<file path="src/sv/sliding_mode_joint_compensator_defines.svh">
// ----------------------------------------------------------------------------
// Sliding-mode joint compensator: assertion macros
// Concurrent checks clocked on clk and held off while rst_n is low. They
// expand to nothing when SYNTHESIS is defined.
// ----------------------------------------------------------------------------
`ifndef SLIDING_MODE_JOINT_COMPENSATOR_DEFINES_SVH
`define SLIDING_MODE_JOINT_COMPENSATOR_DEFINES_SVH

`ifndef SYNTHESIS
`define SMJC_ASSERT_IMPLY(lbl, ante, cons, msg) \
  lbl: assert property (@(posedge clk) disable iff (!rst_n) (ante) |-> (cons)) else $error(msg);
`define SMJC_ASSERT_NEXT(lbl, ante, cons, msg) \
  lbl: assert property (@(posedge clk) disable iff (!rst_n) (ante) |=> (cons)) else $error(msg);
`else
`define SMJC_ASSERT_IMPLY(lbl, ante, cons, msg)
`define SMJC_ASSERT_NEXT(lbl, ante, cons, msg)
`endif

`endif

</file>
<file path="src/sv/smjc_pkg.sv">
// ----------------------------------------------------------------------------
// smjc_pkg
// Widths, scale constants, register map and shared types of the sliding-mode
// joint compensator.
// ----------------------------------------------------------------------------
package smjc_pkg;

  localparam int NUM_JOINTS      = 12;
  localparam int JOINTS_PER_GAIN = 6;
  localparam int JOINTS_PER_BETA = 4;

  localparam int JOINT_W  = 4;
  localparam int ERR_W    = 24;
  localparam int COMP_W   = 11;
  localparam int SURF_W   = 30;
  localparam int GAIN_W   = 10;
  localparam int LAMBDA_W = 5;
  localparam int BETA_W   = 16;
  localparam int KVEL_W   = 20;
  localparam int KPOS_W   = 16;

  localparam int LK_W     = LAMBDA_W + KPOS_W;
  localparam int PV_W     = ERR_W + KVEL_W + 1;
  localparam int PP_W     = ERR_W + LK_W + 1;
  localparam int ACC_W    = PP_W + 1;
  localparam int SURF_LSB = 16;
  localparam int NUM_W    = GAIN_W + BETA_W;

  localparam int ENABLE_W   = NUM_JOINTS;
  localparam int PACK_W     = 60;
  localparam int CFG_DATA_W = 64;
  localparam int CFG_IDX_W  = 3;
  localparam int BETA_REGS  = 3;

  // velocity scale 60*34/(2*pi*160*50) in Q16 with the Q8 input folded in
  localparam logic [KVEL_W-1:0]        KVEL   = 20'd680895;
  localparam logic signed [KVEL_W:0]   KVEL_S = {1'b0, KVEL};
  // floor(2^32 / D) for joint 0 and for the other joints
  localparam logic [KPOS_W-1:0]        KPOS_J0 = 16'd57345;
  localparam logic [KPOS_W-1:0]        KPOS_JN = 16'd54815;
  localparam logic signed [ACC_W-1:0]  ROUND_HALF = ACC_W'(1) << (SURF_LSB - 1);

  localparam logic [ENABLE_W-1:0]   ENABLE_RST = 12'd4030;
  localparam logic [PACK_W-1:0]     GAIN_RST   = 60'd338100147978547200;
  localparam logic [PACK_W-1:0]     LAMBDA_RST = 60'd371910152038984000;
  localparam logic [CFG_DATA_W-1:0] BETA0_RST  = 64'd553385435001192448;
  localparam logic [CFG_DATA_W-1:0] BETA1_RST  = 64'd369013694553589023;
  localparam logic [CFG_DATA_W-1:0] BETA2_RST  = 64'd369019325298640159;

  localparam int DIV_STEP   = 2;
  localparam int DIV_STAGES = GAIN_W / DIV_STEP;

  typedef enum logic [CFG_IDX_W-1:0] {
    REG_ENABLE   = 3'd0,
    REG_GAIN_LO  = 3'd1,
    REG_GAIN_HI  = 3'd2,
    REG_LAMBDA   = 3'd3,
    REG_BETA_LO  = 3'd4,
    REG_BETA_MID = 3'd5,
    REG_BETA_HI  = 3'd6
  } cfg_reg_e;

  typedef struct packed {
    logic [GAIN_W-1:0] gain;
    logic [BETA_W-1:0] beta;
    logic              active;
  } smjc_jcfg_t;

  typedef struct packed {
    logic signed [SURF_W-1:0] surface;
    logic                     clip;
    logic                     neg;
    logic                     active;
    logic [GAIN_W-1:0]        gain;
  } smjc_side_t;

endpackage

</file>
<file path="src/sv/smjc_ifs.sv">
// ----------------------------------------------------------------------------
// smjc channel interfaces
// Sample input, result output and register write channels, valid/ready.
// ----------------------------------------------------------------------------
interface smjc_in_if import smjc_pkg::*; ();
  logic                    valid;
  logic                    ready;
  logic [JOINT_W-1:0]      joint_index;
  logic signed [ERR_W-1:0] velocity_error;
  logic signed [ERR_W-1:0] position_error;

  modport source (output valid, joint_index, velocity_error, position_error, input ready);
  modport sink (input valid, joint_index, velocity_error, position_error, output ready);
endinterface

interface smjc_out_if import smjc_pkg::*; ();
  logic                     valid;
  logic                     ready;
  logic signed [COMP_W-1:0] compensation;
  logic signed [SURF_W-1:0] surface_value;
  logic                     saturated;

  modport source (output valid, compensation, surface_value, saturated, input ready);
  modport sink (input valid, compensation, surface_value, saturated, output ready);
endinterface

interface smjc_cfg_if import smjc_pkg::*; ();
  logic                  valid;
  logic                  ready;
  logic [CFG_IDX_W-1:0]  index;
  logic [CFG_DATA_W-1:0] data;

  modport source (output valid, index, data, input ready);
  modport sink (input valid, index, data, output ready);
endinterface

</file>
<file path="src/sv/smjc_div.sv">
// ----------------------------------------------------------------------------
// smjc_div
// Pipelined restoring divider, two quotient bits per stage. Quotient must fit
// GAIN_W bits (numerator below divisor * 2^GAIN_W). Side data rides along.
// ----------------------------------------------------------------------------
module smjc_div import smjc_pkg::*; (
  input  logic              clk,
  input  logic              rst_n,
  input  logic              in_valid,
  output logic              in_ready,
  input  logic [NUM_W-1:0]  in_num,
  input  logic [BETA_W-1:0] in_den,
  input  smjc_side_t        in_side,
  output logic              out_valid,
  input  logic              out_ready,
  output logic [GAIN_W-1:0] out_quot,
  output smjc_side_t        out_side
);

  logic [DIV_STAGES-1:0] v_r;
  logic [DIV_STAGES-1:0] v_nxt;
  logic [DIV_STAGES-1:0] en;
  logic [BETA_W-1:0]     rem_r   [DIV_STAGES];
  logic [BETA_W-1:0]     rem_nxt [DIV_STAGES];
  logic [GAIN_W-1:0]     bits_r  [DIV_STAGES];
  logic [GAIN_W-1:0]     bits_nxt[DIV_STAGES];
  logic [GAIN_W-1:0]     quot_r  [DIV_STAGES];
  logic [GAIN_W-1:0]     quot_nxt[DIV_STAGES];
  logic [BETA_W-1:0]     den_r   [DIV_STAGES];
  logic [BETA_W-1:0]     den_nxt [DIV_STAGES];
  smjc_side_t            side_r  [DIV_STAGES];
  smjc_side_t            side_nxt[DIV_STAGES];

  function automatic logic [BETA_W:0] div_step(logic [BETA_W-1:0] rem, logic bit_in,
                                                logic [BETA_W-1:0] den);
    logic [BETA_W:0] trial;
    logic [BETA_W:0] diff;
    trial = {rem, bit_in};
    diff  = trial - {1'b0, den};
    if (trial >= {1'b0, den}) begin
      return {1'b1, diff[BETA_W-1:0]};
    end
    return {1'b0, trial[BETA_W-1:0]};
  endfunction

  // a stage takes a word when it is empty or its word moves on
  always_comb begin
    en[DIV_STAGES-1] = !v_r[DIV_STAGES-1] || out_ready;
    for (int k = DIV_STAGES - 2; k >= 0; k--) begin
      en[k] = !v_r[k] || en[k+1];
    end
  end

  always_comb begin
    logic [BETA_W-1:0] r;
    logic [GAIN_W-1:0] b;
    logic [GAIN_W-1:0] q;
    logic [BETA_W-1:0] d;
    logic [BETA_W:0]   st;
    for (int k = 0; k < DIV_STAGES; k++) begin
      if (k == 0) begin
        v_nxt[k]    = in_valid;
        r           = in_num[NUM_W-1:GAIN_W];
        b           = in_num[GAIN_W-1:0];
        q           = '0;
        d           = in_den;
        side_nxt[k] = in_side;
      end else begin
        v_nxt[k]    = v_r[k-1];
        r           = rem_r[k-1];
        b           = bits_r[k-1];
        q           = quot_r[k-1];
        d           = den_r[k-1];
        side_nxt[k] = side_r[k-1];
      end
      for (int s = 0; s < DIV_STEP; s++) begin
        st = div_step(r, b[GAIN_W-1], d);
        r  = st[BETA_W-1:0];
        q  = {q[GAIN_W-2:0], st[BETA_W]};
        b  = {b[GAIN_W-2:0], 1'b0};
      end
      rem_nxt[k]  = r;
      bits_nxt[k] = b;
      quot_nxt[k] = q;
      den_nxt[k]  = d;
    end
  end

  always_ff @(posedge clk) begin
    if (!rst_n) begin
      v_r <= '0;
    end else begin
      for (int k = 0; k < DIV_STAGES; k++) begin
        if (en[k]) begin
          v_r[k] <= v_nxt[k];
        end
      end
    end
  end

  always_ff @(posedge clk) begin
    for (int k = 0; k < DIV_STAGES; k++) begin
      if (en[k]) begin
        rem_r[k]  <= rem_nxt[k];
        bits_r[k] <= bits_nxt[k];
        quot_r[k] <= quot_nxt[k];
        den_r[k]  <= den_nxt[k];
        side_r[k] <= side_nxt[k];
      end
    end
  end

  assign in_ready  = en[0];
  assign out_valid = v_r[DIV_STAGES-1];
  assign out_quot  = quot_r[DIV_STAGES-1];
  assign out_side  = side_r[DIV_STAGES-1];

endmodule

</file>
<file path="src/sv/sliding_mode_joint_compensator.sv">
// ----------------------------------------------------------------------------
// sliding_mode_joint_compensator
// Pipeline: 5 surface and saturation stages, 5 divider stages at two quotient
//   bits each and 1 output register from an accepted sample to its result word.
// Throughput: one sample per cycle while the output word is taken; stages hold
//   independently so bubbles fill while the output word waits.
// Reset: rst_n (synchronous) empties the pipeline and loads the default gains,
//   slopes, boundary widths and enable mask.
// ----------------------------------------------------------------------------
`include "sliding_mode_joint_compensator_defines.svh"

module sliding_mode_joint_compensator import smjc_pkg::*; (
  input logic          clk,
  input logic          rst_n,
  smjc_in_if.sink      in_if,
  smjc_out_if.source   out_if,
  smjc_cfg_if.sink     cfg_if
);

  // configuration registers
  logic [ENABLE_W-1:0]   enable_r;
  logic [PACK_W-1:0]     gain_lo_r;
  logic [PACK_W-1:0]     gain_hi_r;
  logic [PACK_W-1:0]     lambda_r;
  logic [CFG_DATA_W-1:0] beta_r [BETA_REGS];

  logic [LAMBDA_W-1:0] lambda_a [NUM_JOINTS];
  logic [GAIN_W-1:0]   gain_a   [NUM_JOINTS];
  logic [BETA_W-1:0]   beta_a   [NUM_JOINTS];

  // stage 1: joint lookup and lambda * kpos
  logic                    jvalid;
  logic [JOINT_W-1:0]      jsel;
  logic [LAMBDA_W-1:0]     lam;
  logic [KPOS_W-1:0]       kpos;
  logic [LK_W-1:0]         lk1_nxt;
  smjc_jcfg_t              j1_nxt;
  logic                    v1_r;
  logic signed [ERR_W-1:0] vel1_r;
  logic signed [ERR_W-1:0] enc1_r;
  logic [LK_W-1:0]         lk1_r;
  smjc_jcfg_t              j1_r;

  // stage 2: products
  logic                   v2_r;
  logic signed [PV_W-1:0] pv2_r;
  logic signed [PP_W-1:0] pp2_r;
  smjc_jcfg_t             j2_r;

  // stage 3: surface
  logic signed [ACC_W-1:0]  acc;
  logic                     v3_r;
  logic signed [SURF_W-1:0] s3_r;
  smjc_jcfg_t               j3_r;

  // stage 4: magnitude and clip
  logic                     neg;
  logic [SURF_W-1:0]        mag;
  logic                     v4_r;
  logic signed [SURF_W-1:0] s4_r;
  logic [BETA_W-1:0]        mag4_r;
  logic                     clip4_r;
  logic                     neg4_r;
  smjc_jcfg_t               j4_r;

  // stage 5: gain * |s|
  logic              v5_r;
  logic [NUM_W-1:0]  num5_r;
  logic [BETA_W-1:0] den5_r;
  smjc_side_t        side5_r;

  logic              en1, en2, en3, en4, en5, en_out;
  logic              div_in_ready;
  logic              div_out_valid;
  logic [GAIN_W-1:0] div_quot;
  smjc_side_t        div_side;

  // output register
  logic [GAIN_W-1:0]        comp_mag;
  logic signed [COMP_W-1:0] comp_ext;
  logic signed [COMP_W-1:0] comp_nxt;
  logic                     out_valid_r;
  logic signed [COMP_W-1:0] out_comp_r;
  logic signed [SURF_W-1:0] out_surf_r;
  logic                     out_sat_r;

  // --------------------------------------------------------------------------
  // register writes
  // --------------------------------------------------------------------------
  assign cfg_if.ready = 1'b1;

  always_ff @(posedge clk) begin
    if (!rst_n) begin
      enable_r  <= ENABLE_RST;
      gain_lo_r <= GAIN_RST;
      gain_hi_r <= GAIN_RST;
      lambda_r  <= LAMBDA_RST;
      beta_r[0] <= BETA0_RST;
      beta_r[1] <= BETA1_RST;
      beta_r[2] <= BETA2_RST;
    end else if (cfg_if.valid) begin
      unique case (cfg_reg_e'(cfg_if.index))
        REG_ENABLE:   enable_r  <= cfg_if.data[ENABLE_W-1:0];
        REG_GAIN_LO:  gain_lo_r <= cfg_if.data[PACK_W-1:0];
        REG_GAIN_HI:  gain_hi_r <= cfg_if.data[PACK_W-1:0];
        REG_LAMBDA:   lambda_r  <= cfg_if.data[PACK_W-1:0];
        REG_BETA_LO:  beta_r[0] <= cfg_if.data;
        REG_BETA_MID: beta_r[1] <= cfg_if.data;
        REG_BETA_HI:  beta_r[2] <= cfg_if.data;
        default: ;
      endcase
    end
  end

  always_comb begin
    for (int j = 0; j < NUM_JOINTS; j++) begin
      lambda_a[j] = lambda_r[LAMBDA_W*j +: LAMBDA_W];
      if (j < JOINTS_PER_GAIN) begin
        gain_a[j] = gain_lo_r[GAIN_W*j +: GAIN_W];
      end else begin
        gain_a[j] = gain_hi_r[GAIN_W*(j-JOINTS_PER_GAIN) +: GAIN_W];
      end
      beta_a[j] = beta_r[j / JOINTS_PER_BETA][BETA_W*(j % JOINTS_PER_BETA) +: BETA_W];
    end
  end

  // --------------------------------------------------------------------------
  // stall chain: each stage refills when empty or when its word moves on
  // --------------------------------------------------------------------------
  assign en_out = !out_valid_r || out_if.ready;
  assign en5    = !v5_r || div_in_ready;
  assign en4    = !v4_r || en5;
  assign en3    = !v3_r || en4;
  assign en2    = !v2_r || en3;
  assign en1    = !v1_r || en2;

  assign in_if.ready = en1;

  // --------------------------------------------------------------------------
  // stage 1
  // --------------------------------------------------------------------------
  always_comb begin
    jvalid = in_if.joint_index < JOINT_W'(NUM_JOINTS);
    jsel   = jvalid ? in_if.joint_index : '0;
    // joints past the table act as disabled with zero slope
    lam    = jvalid ? lambda_a[jsel] : '0;
    kpos   = (in_if.joint_index == '0) ? KPOS_J0 : KPOS_JN;
    lk1_nxt       = LK_W'(lam) * LK_W'(kpos);
    j1_nxt.gain   = gain_a[jsel];
    j1_nxt.beta   = beta_a[jsel];
    j1_nxt.active = jvalid && enable_r[jsel] && (beta_a[jsel] != '0);
  end

  // --------------------------------------------------------------------------
  // stages 2 to 5
  // --------------------------------------------------------------------------
  always_comb begin
    acc = ACC_W'(pv2_r) + ACC_W'(pp2_r) + ROUND_HALF;
    neg = s3_r[SURF_W-1];
    mag = neg ? SURF_W'(-s3_r) : SURF_W'(s3_r);
  end

  always_ff @(posedge clk) begin
    if (!rst_n) begin
      v1_r <= 1'b0;
      v2_r <= 1'b0;
      v3_r <= 1'b0;
      v4_r <= 1'b0;
      v5_r <= 1'b0;
    end else begin
      if (en1) v1_r <= in_if.valid;
      if (en2) v2_r <= v1_r;
      if (en3) v3_r <= v2_r;
      if (en4) v4_r <= v3_r;
      if (en5) v5_r <= v4_r;
    end
  end

  always_ff @(posedge clk) begin
    if (en1) begin
      vel1_r <= in_if.velocity_error;
      enc1_r <= in_if.position_error;
      lk1_r  <= lk1_nxt;
      j1_r   <= j1_nxt;
    end
    if (en2) begin
      pv2_r <= vel1_r * KVEL_S;
      pp2_r <= enc1_r * $signed({1'b0, lk1_r});
      j2_r  <= j1_r;
    end
    if (en3) begin
      s3_r <= acc[SURF_LSB +: SURF_W];
      j3_r <= j2_r;
    end
    if (en4) begin
      s4_r    <= s3_r;
      // low bits suffice: beyond beta the word is clipped and the quotient unused
      mag4_r  <= mag[BETA_W-1:0];
      clip4_r <= mag > SURF_W'(j3_r.beta);
      neg4_r  <= neg;
      j4_r    <= j3_r;
    end
    if (en5) begin
      num5_r          <= NUM_W'(j4_r.gain) * NUM_W'(mag4_r);
      den5_r          <= j4_r.beta;
      side5_r.surface <= s4_r;
      side5_r.clip    <= clip4_r;
      side5_r.neg     <= neg4_r;
      side5_r.active  <= j4_r.active;
      side5_r.gain    <= j4_r.gain;
    end
  end

  // --------------------------------------------------------------------------
  // gain * |s| / beta
  // --------------------------------------------------------------------------
  smjc_div u_div (
    .clk       (clk),
    .rst_n     (rst_n),
    .in_valid  (v5_r),
    .in_ready  (div_in_ready),
    .in_num    (num5_r),
    .in_den    (den5_r),
    .in_side   (side5_r),
    .out_valid (div_out_valid),
    .out_ready (en_out),
    .out_quot  (div_quot),
    .out_side  (div_side)
  );

  // --------------------------------------------------------------------------
  // output register
  // --------------------------------------------------------------------------
  always_comb begin
    comp_mag = div_side.clip ? div_side.gain : div_quot;
    comp_ext = $signed(COMP_W'(comp_mag));
    if (!div_side.active) begin
      comp_nxt = '0;
    end else if (div_side.neg) begin
      comp_nxt = -comp_ext;
    end else begin
      comp_nxt = comp_ext;
    end
  end

  always_ff @(posedge clk) begin
    if (!rst_n) begin
      out_valid_r <= 1'b0;
    end else if (en_out) begin
      out_valid_r <= div_out_valid;
    end
  end

  always_ff @(posedge clk) begin
    if (en_out) begin
      out_comp_r <= comp_nxt;
      out_surf_r <= div_side.surface;
      out_sat_r  <= div_side.active && div_side.clip;
    end
  end

  assign out_if.valid         = out_valid_r;
  assign out_if.compensation  = out_comp_r;
  assign out_if.surface_value = out_surf_r;
  assign out_if.saturated     = out_sat_r;

  // --------------------------------------------------------------------------
  // assertions
  // --------------------------------------------------------------------------
  `SMJC_ASSERT_IMPLY(a_stall_only_when_full, !in_if.ready, v1_r, "input stalled with stage 1 empty")
  `SMJC_ASSERT_IMPLY(a_div_quot_bound, div_out_valid && div_side.active && !div_side.clip, div_quot <= div_side.gain, "quotient above gain inside boundary layer")
  `SMJC_ASSERT_IMPLY(a_sat_sign, out_valid_r && out_sat_r && (out_comp_r != '0), out_comp_r[COMP_W-1] == out_surf_r[SURF_W-1], "clipped command sign differs from surface")
  `SMJC_ASSERT_NEXT(a_out_hold, out_valid_r && !out_if.ready, out_valid_r && $stable(out_comp_r) && $stable(out_surf_r), "stalled result word changed")

endmodule
</file>
<file path="src/flat_wrapper.sv">
// flat-port wrapper written by rule: the top's interface ports become plain ports
module sliding_mode_joint_compensator_flat import smjc_pkg::*;
  (clk, rst_n, in_if_valid, in_if_joint_index, in_if_velocity_error, in_if_position_error, in_if_ready, out_if_valid, out_if_compensation, out_if_surface_value, out_if_saturated, out_if_ready, cfg_if_valid, cfg_if_index, cfg_if_data, cfg_if_ready);
  smjc_in_if in_if_i ();
  smjc_out_if out_if_i ();
  smjc_cfg_if cfg_if_i ();
  input logic clk;
  input logic rst_n;
  input wire logic [$bits(in_if_i.valid)-1:0] in_if_valid;
  input wire logic [$bits(in_if_i.joint_index)-1:0] in_if_joint_index;
  input wire logic [$bits(in_if_i.velocity_error)-1:0] in_if_velocity_error;
  input wire logic [$bits(in_if_i.position_error)-1:0] in_if_position_error;
  output wire logic [$bits(in_if_i.ready)-1:0] in_if_ready;
  output wire logic [$bits(out_if_i.valid)-1:0] out_if_valid;
  output wire logic [$bits(out_if_i.compensation)-1:0] out_if_compensation;
  output wire logic [$bits(out_if_i.surface_value)-1:0] out_if_surface_value;
  output wire logic [$bits(out_if_i.saturated)-1:0] out_if_saturated;
  input wire logic [$bits(out_if_i.ready)-1:0] out_if_ready;
  input wire logic [$bits(cfg_if_i.valid)-1:0] cfg_if_valid;
  input wire logic [$bits(cfg_if_i.index)-1:0] cfg_if_index;
  input wire logic [$bits(cfg_if_i.data)-1:0] cfg_if_data;
  output wire logic [$bits(cfg_if_i.ready)-1:0] cfg_if_ready;
  assign in_if_i.valid = in_if_valid;
  assign in_if_i.joint_index = in_if_joint_index;
  assign in_if_i.velocity_error = in_if_velocity_error;
  assign in_if_i.position_error = in_if_position_error;
  assign in_if_ready = in_if_i.ready;
  assign out_if_valid = out_if_i.valid;
  assign out_if_compensation = out_if_i.compensation;
  assign out_if_surface_value = out_if_i.surface_value;
  assign out_if_saturated = out_if_i.saturated;
  assign out_if_i.ready = out_if_ready;
  assign cfg_if_i.valid = cfg_if_valid;
  assign cfg_if_i.index = cfg_if_index;
  assign cfg_if_i.data = cfg_if_data;
  assign cfg_if_ready = cfg_if_i.ready;
  sliding_mode_joint_compensator u_core (.clk(clk), .rst_n(rst_n), .in_if(in_if_i), .out_if(out_if_i), .cfg_if(cfg_if_i));
endmodule
</file>
<file path="config.mk">
export PLATFORM = sky130hd
export DESIGN_NAME = sliding_mode_joint_compensator_flat
export DESIGN_NICKNAME = d
export VERILOG_FILES = /design/src/sv/smjc_pkg.sv /design/src/sv/smjc_ifs.sv /design/src/sv/smjc_div.sv /design/src/sv/sliding_mode_joint_compensator.sv /design/src/flat_wrapper.sv
export VERILOG_INCLUDE_DIRS = /design/src /design/src/sv
export SDC_FILE = /design/constraint.sdc
export NUM_CORES = 2
export LEC_CHECK = 0
export ABC_AREA = 1
export BUFFER_PORTS_ARGS = -buffer_cell sky130_fd_sc_hd__buf_4
export CORE_MARGIN = 10
export CORE_UTILIZATION = 52
export CTS_CLUSTER_DIAMETER = 120
export CTS_CLUSTER_SIZE = 20
export DETAILED_ROUTE_END_ITERATION = 6
export PLACE_DENSITY_LB_ADDON = 0.1
export SLEW_MARGIN = 20
export SYNTH_ARGS = -nofsm -noshare
export SYNTH_HDL_FRONTEND = slang
export SYNTH_SLANG_ARGS = --single-unit
</file>
<file path="constraint.sdc">
create_clock -name clk -period 15.4 [get_ports clk]
set_input_delay 0.77 -clock clk [delete_from_list [all_inputs] [get_ports clk]]
set_output_delay 0.77 -clock clk [all_outputs]
set_load 0.01 [all_outputs]
</file>
Word-level counts from Yosys, hierarchy flattened. Memory sizes are Yosys's and may differ from the RTL's. Index checks and enable logic that the tools add are counted.

Output and inout port bits: 45. Logic and storage cells: 202. Memories: 6. Input bits: 124. Flip-flop bits (word level): 676. Bits in writable memories: 657.

Memories: u_core.u_div.side_r (words 5, width 43, rd ports 5, clocked after Yosys merged registers in 0, write ports 5, RTL line smjc_div.sv:31) `smjc_side_t side_r [DIV_STAGES];`; u_core.beta_r (words 3, width 64, rd ports 3, clocked after Yosys merged registers in 0, write ports 3, RTL line sliding_mode_joint_compensator.sv:25) `logic [CFG_DATA_W-1:0] beta_r [BETA_REGS];`; u_core.u_div.den_r (words 5, width 16, rd ports 4, clocked after Yosys merged registers in 0, write ports 5, RTL line smjc_div.sv:29) `logic [BETA_W-1:0] den_r [DIV_STAGES];`; u_core.u_div.rem_r (words 5, width 16, rd ports 4, clocked after Yosys merged registers in 0, write ports 5, RTL line smjc_div.sv:23) `logic [BETA_W-1:0] rem_r [DIV_STAGES];`; u_core.u_div.quot_r (words 5, width 10, rd ports 5, clocked after Yosys merged registers in 0, write ports 5, RTL line smjc_div.sv:27) `logic [GAIN_W-1:0] quot_r [DIV_STAGES];`; u_core.u_div.bits_r (words 5, width 8, rd ports 4, clocked after Yosys merged registers in 0, write ports 5, RTL line smjc_div.sv:25) `logic [GAIN_W-1:0] bits_r [DIV_STAGES];`.

Add/sub/neg operators: 14. Magnitude comparators: 14. Reductions and logical operators: 33. Mux-type cells: 73. Multiply operators: 4. Equality and inequality tests: 6. Bitwise logic cells: 4.

Operator list (count): two-way mux 17 bit (20); two-way mux 64 bit (3); greater-or-equal comparator 17 x 16 -> 1 bit (10); subtractor 16 bit (10); binary-select mux 16 bit (select 4 bit) (1); adder 45 x 46 -> 46 bit (1); adder 46 x 17 -> 46 bit (second input constant) (1); multiplier 24 x 22 -> 46 bit (1); multiplier 24 x 21 -> 45 bit (second input constant) (1); binary-select mux 10 bit (select 4 bit) (1); two-way mux 10 bit (4); two-way mux 1 bit (34); two-way mux 16 bit (2); greater-than comparator 30 x 16 -> 1 bit (1); two-way mux 30 bit (1); negator 30 bit (1); multiplier 10 x 16 -> 26 bit (1); multiplier 5 x 16 -> 21 bit (1); binary-select mux 5 bit (select 4 bit) (1); nonzero test 16 bit (1); two-way mux 5 bit (3); two-way mux 14 bit (1); zero test 1 bit (11); logical OR 1 bit (11); other kinds (15) (26).

Longest topological paths before layout.
Depth in word-level cells: 12. Mapped depth: 29.

Modules after synthesis. From an unflattened synthesis, not the netlist that was laid out.

Cell total of the unflattened synthesis: 10563. Area total of the unflattened synthesis: 96144.7 um^2.

By module, submodules not included: sliding_mode_joint_compensator (cells each 8183, instances 1, seq. area each 23842.9 um^2, area an instance 73661.9 um^2); smjc_div (cells each 2380, instances 1, seq. area each 11901.4 um^2, area an instance 22482.8 um^2).

Worst setup path before layout. Ideal clock, no wire load.

Kind: input port to flip-flop. Start: input out_if_ready. End: register u_core.enc1_r[0], enable pin. Stages on the path: 8. Buffers on the path: 0. Path slack: 3.688 ns. Data arrival time: 10.789 ns. Setup time: 0.923 ns. Cell sequence: inv_1 > nand4_1 > nor2_2 > nand4_1 > nor2_1 > nand2_1 > nor2_2 > nand2_1.

Longest elaborated chain between the ends: 11.

Ends and longest elaborated chain: start: declaration (RTL line flat_wrapper.sv:18) `input wire logic [$bits(out_if_i.ready)-1:0] out_if_ready;`; logical OR 1 bit (RTL line sliding_mode_joint_compensator.sv:130) `assign en_out = !out_valid_r || out_if.ready;`; logical OR 1 bit (RTL line smjc_div.sv:48) `en[DIV_STAGES-1] = !v_r[DIV_STAGES-1] || out_ready;`; logical OR 1 bit (RTL line smjc_div.sv:50) `en[k] = !v_r[k] || en[k+1];`; named net u_core.u_div.en[3] (RTL line smjc_div.sv:22) `logic [DIV_STAGES-1:0] en;`; logical OR 1 bit (3 in a row) (RTL line smjc_div.sv:50); logical OR 1 bit (RTL line sliding_mode_joint_compensator.sv:131) `assign en5 = !v5_r || div_in_ready;`; named net u_core.en5 (RTL line sliding_mode_joint_compensator.sv:72) `logic en1, en2, en3, en4, en5, en_out;`; logical OR 1 bit (RTL line sliding_mode_joint_compensator.sv:132) `assign en4 = !v4_r || en5;`; logical OR 1 bit (RTL line sliding_mode_joint_compensator.sv:133) `assign en3 = !v3_r || en4;`; named net u_core.en3 (RTL line sliding_mode_joint_compensator.sv:72); logical OR 1 bit (RTL line sliding_mode_joint_compensator.sv:134) `assign en2 = !v2_r || en3;`; logical OR 1 bit (RTL line sliding_mode_joint_compensator.sv:135) `assign en1 = !v1_r || en2;`; named net in_if_ready (RTL line flat_wrapper.sv:13) `output wire logic [$bits(in_if_i.ready)-1:0] in_if_ready;`; end signal: assignment (RTL line sliding_mode_joint_compensator.sv:182) `enc1_r <= in_if.position_error;`; end: declaration (RTL line sliding_mode_joint_compensator.sv:40) `logic signed [ERR_W-1:0] enc1_r;`.

The timed path passes the listed nets, and every way through them passes these cells. A chain may end at the register's enable or synchronous reset.

Final worst setup path.
Start: register u_core.lk1_r[1]. End: register u_core.pp2_r[45] (data pin).

Longest elaborated chain between the ends: 1.

Ends and longest elaborated chain: start: declaration (RTL line sliding_mode_joint_compensator.sv:41) `logic [LK_W-1:0] lk1_r;`; start signal: assignment (RTL line sliding_mode_joint_compensator.sv:183) `lk1_r <= lk1_nxt;`; multiplier 24 x 22 -> 46 bit (RTL line sliding_mode_joint_compensator.sv:188) `pp2_r <= enc1_r * $signed({1'b0, lk1_r});`; end signal: assignment (RTL line sliding_mode_joint_compensator.sv:188); end: declaration (RTL line sliding_mode_joint_compensator.sv:47) `logic signed [PP_W-1:0] pp2_r;`.

Every way passes these cells.

==> metrics.md <==
| Metric | Value |
|---|---|
| Leading area contributor after synthesis | edfxtp_1 |
| Synth Area per Inst | 9.24 µm² |
| Rows | 156 |
| Post-synthesis instance total | 10263 |
| Library cells used by synthesis | 63 |
| CTS tree | yes |
| Nets | 11971 |
| Final period util | 0.475 |
| Main synth FF type | edfxtp_1 |
| Pin count of the biggest net entering global routing | 109 |
| Max Buffers Root-to-Sink | 3 |
| Clock skew | 0.0596 ns |
| Die W | 447 µm |
| ANT nets after route | 0 |
| Slew Limit Fails | 0 |
| H-tree Lvls | 3 |
| Number of hold buffers added after CTS | 0 |
| Vias | 68460 |
| Vias in the first global route | 69950 |
| Cell Area, Synth | 94800 µm² |
| Top cell type's share of synthesized area | 0.332 |
| Detailed placement HPWL | 209000 µm |
| Remaining global-route overflow | 0 |
| Fin Setup TNS | 0 ns |
| CTS sink count | 1253 |
| Hold WC Path Type | in -> reg |
| Slowest-stage cell, CP | edfxtp_1 |
| Total Routing Usage GR | 0.264 |
| Initial antenna violation count | 6 |
| IO Count | 169 |
| Setup violators final | 0 |
| DRC errors left | 1 |
| Fillers | 16517 |
| Slew HR | 0.196 |
| Clk_lat worst skew | 0.75 ns |
| WP buf/inv | 5 |
| Antenna diode count | 0 |
| Core area | 181000 µm² |
| Worst-path fanout max | 24 |
| Final WL | 263000 µm |
| Post-CTS Resized | 0 |
| Fraction of registers with async set/reset | 0 |
| WL/cell | 20.7 µm |
| Die Span Y | 447 µm |
| Max-cap violations | 0 |
| Critical Path AT | 7.83 ns |
| Layout area overhead | 6.18% |
| RSZ-0062 raised after global routing | false |
| CP Cell Sequence | nand2_1, fa_1, inv_1, fa_1, fa_1, inv_1, fa_1, inv_1, fa_1, inv_1, fa_1, inv_1, fa_1, ha_1, nand2_1, nor3_1, nand2_1, nor2_1, nand3_1, nand3_1, nand2_1 |
| Setup Fix Bufs, Post-CTS | 0 |
| Top post-synthesis cells by area | edfxtp_1, fa_1, ha_1, nand2_1, inv_1 |
| Ys Warns | 0 |
| Most Frequent Cell on Critical Path | fa_1 |
| Register area share after synthesis | 0.375 |
| #FFs+latches synth | 1253 |
| Tightest Pin Transition | 1.21 ns |
| Root buffer cell | clkbuf_16 |
| Most common cell in the netlist | nand2_1 |
| Failing checks | DRC |
| Tmin final | 7.32 ns |
| Gp weighted congestion | 0.966 |
| Type of the worst setup path | reg -> reg |
| DR iter-0 viols | 5085 |
| CP Launch Type | register |
| Cts bufs inserted | 78 |
| Critical path's largest stage delay | 0.93 ns |
| Post-synth EDFFs | 1050 |
| Share of layout cells above drive strength 1 | 0.0429 |
| Outcome | finished with violations |
| Starting Density | 0.524 |
| WP data required | 15.91 ns |
| Total Die Area | 200000 µm² |
| Drt pass-1 iters | 7 |
| Post-synth top cells | nand2_1, inv_1, edfxtp_1, fa_1, nor2_1 |
| First-pass GRT wire length | 409000 µm |
| CP Capture Type | register |
| Number of port buffers | 167 |
| Maximum operating frequency | 137 MHz |
| Vias per cell | 5.40 |
| Final Hold Vio Count | 0 |
| Crit path max-delay family | adder cells |
| Worst-path clk slew | 0.10 ns |
per-layer routing:
layer  track usage  up-vias  share of wire
met5             0        -       0.000042
met4        0.0920        2          0.037
met3        0.0302      406          0.052
met2         0.451     1929           0.49
met1         0.348    33553           0.42
li1              -    32570              -
per-stage QoR:
step / setup slack, ns / cell area [µm²] / instances / util / hold slack, ns
after floorplan: 3.69 / 94800 / 10264 / - / 0.400
after CTS: 8.08 / 101000 / 12683 / 0.556 / 0.139
final: 8.08 / 101000 / 12687 / 0.556 / 0.196
after global routing: 7.52 / 101000 / 12687 / 0.556 / 0.166
after detailed placement: 8.07 / 98300 / 12554 / 0.543 / 0.405
after global placement: 8.19 / 98300 / 12554 / 0.543 / 0.401
state kept, by name, summed over array words and instances (netlist names), 42 cells and up:
name,cells
u_core.pp2_r,46
u_core.gain_lo_r,60
u_core.side5_r,42
u_core.u_div.rem_r,64
u_core.u_div.den_r,64
u_core.pv2_r,45
u_core.u_div.side_r,210
u_core.beta_r,192
u_core.gain_hi_r,60
u_core.lambda_r,60
worst paths after layout:
kind / startpoint / end / slack, ns / depth (start not counted)
max: u_core.lk1_r[1]$_DFFE_PP_ / u_core.pp2_r[45]$_DFFE_PP_ / 8.08 / 21
min: in_if_position_error[18] / u_core.enc1_r[18]$_DFFE_PP_ / 0.20 / 1
max reg2reg: u_core.lk1_r[1]$_DFFE_PP_ / u_core.pp2_r[45]$_DFFE_PP_ / 8.08 / 21
min reg2reg: u_core.u_div.side_r[0][188]$_DFFE_PP_ / u_core.out_if.surface_value[3]$_DFFE_PP_ / 0.40 / 0
cell type report:
class | count | area (µm²) | area share
clock buffers | 111 | 2090 | 0.0207
clock inverters | 18 | 284 | 0.00282
inverters | 1932 | 7260 | 0.0721
multi-input cells | 6782 | 50800 | 0.505
flip-flops and latches | 1253 | 35600 | 0.353
well taps | 2370 | 2970 | 0.0294
repair buffers | 221 | 1690 | 0.0168
cells by family (layout without fill, tap and decap cells):
family,after synthesis,in the layout,share of synthesized area
AOI/OAI and AO/OA,1300,1300,0.0756
xor gates and xnor gates,264,264,0.0244
adders and majority gates,1579,1579,0.279
buffers and inverters,2229,2282,0.0900
DFF,1253,1253,0.375
muxes,6,6,0.000633
other,1,2,0.0000395
and+or+nand+nor,3631,3631,0.155
cells in the final DEF (no fill, tap or decap), types with 11 or more instances in the layout:
master / instances
nor2_1: 794
o22ai_1: 32
nor3_1: 54
clkbuf_1: 32
inv_1: 1919
nand4_1: 61
xor2_1: 167
a21boi_0: 13
o211ai_1: 69
clkbuf_16: 78
nand2_2: 13
a21oi_1: 491
dfxtp_1: 203
a31oi_1: 24
edfxtp_1: 1050
xnor2_1: 97
o21ai_0: 500
nand2_1: 2244
o21a_1: 19
fa_1: 888
o21bai_1: 31
nand3b_1: 26
ha_1: 691
o21ai_1: 35
nor4_1: 21
or2_2: 42
buf_4: 217
nand3_1: 322
a21o_1: 41
nor2_2: 11
Power is not shown: default switching activity piles up to over one toggle a cycle in this logic, so the estimate is an artifact.
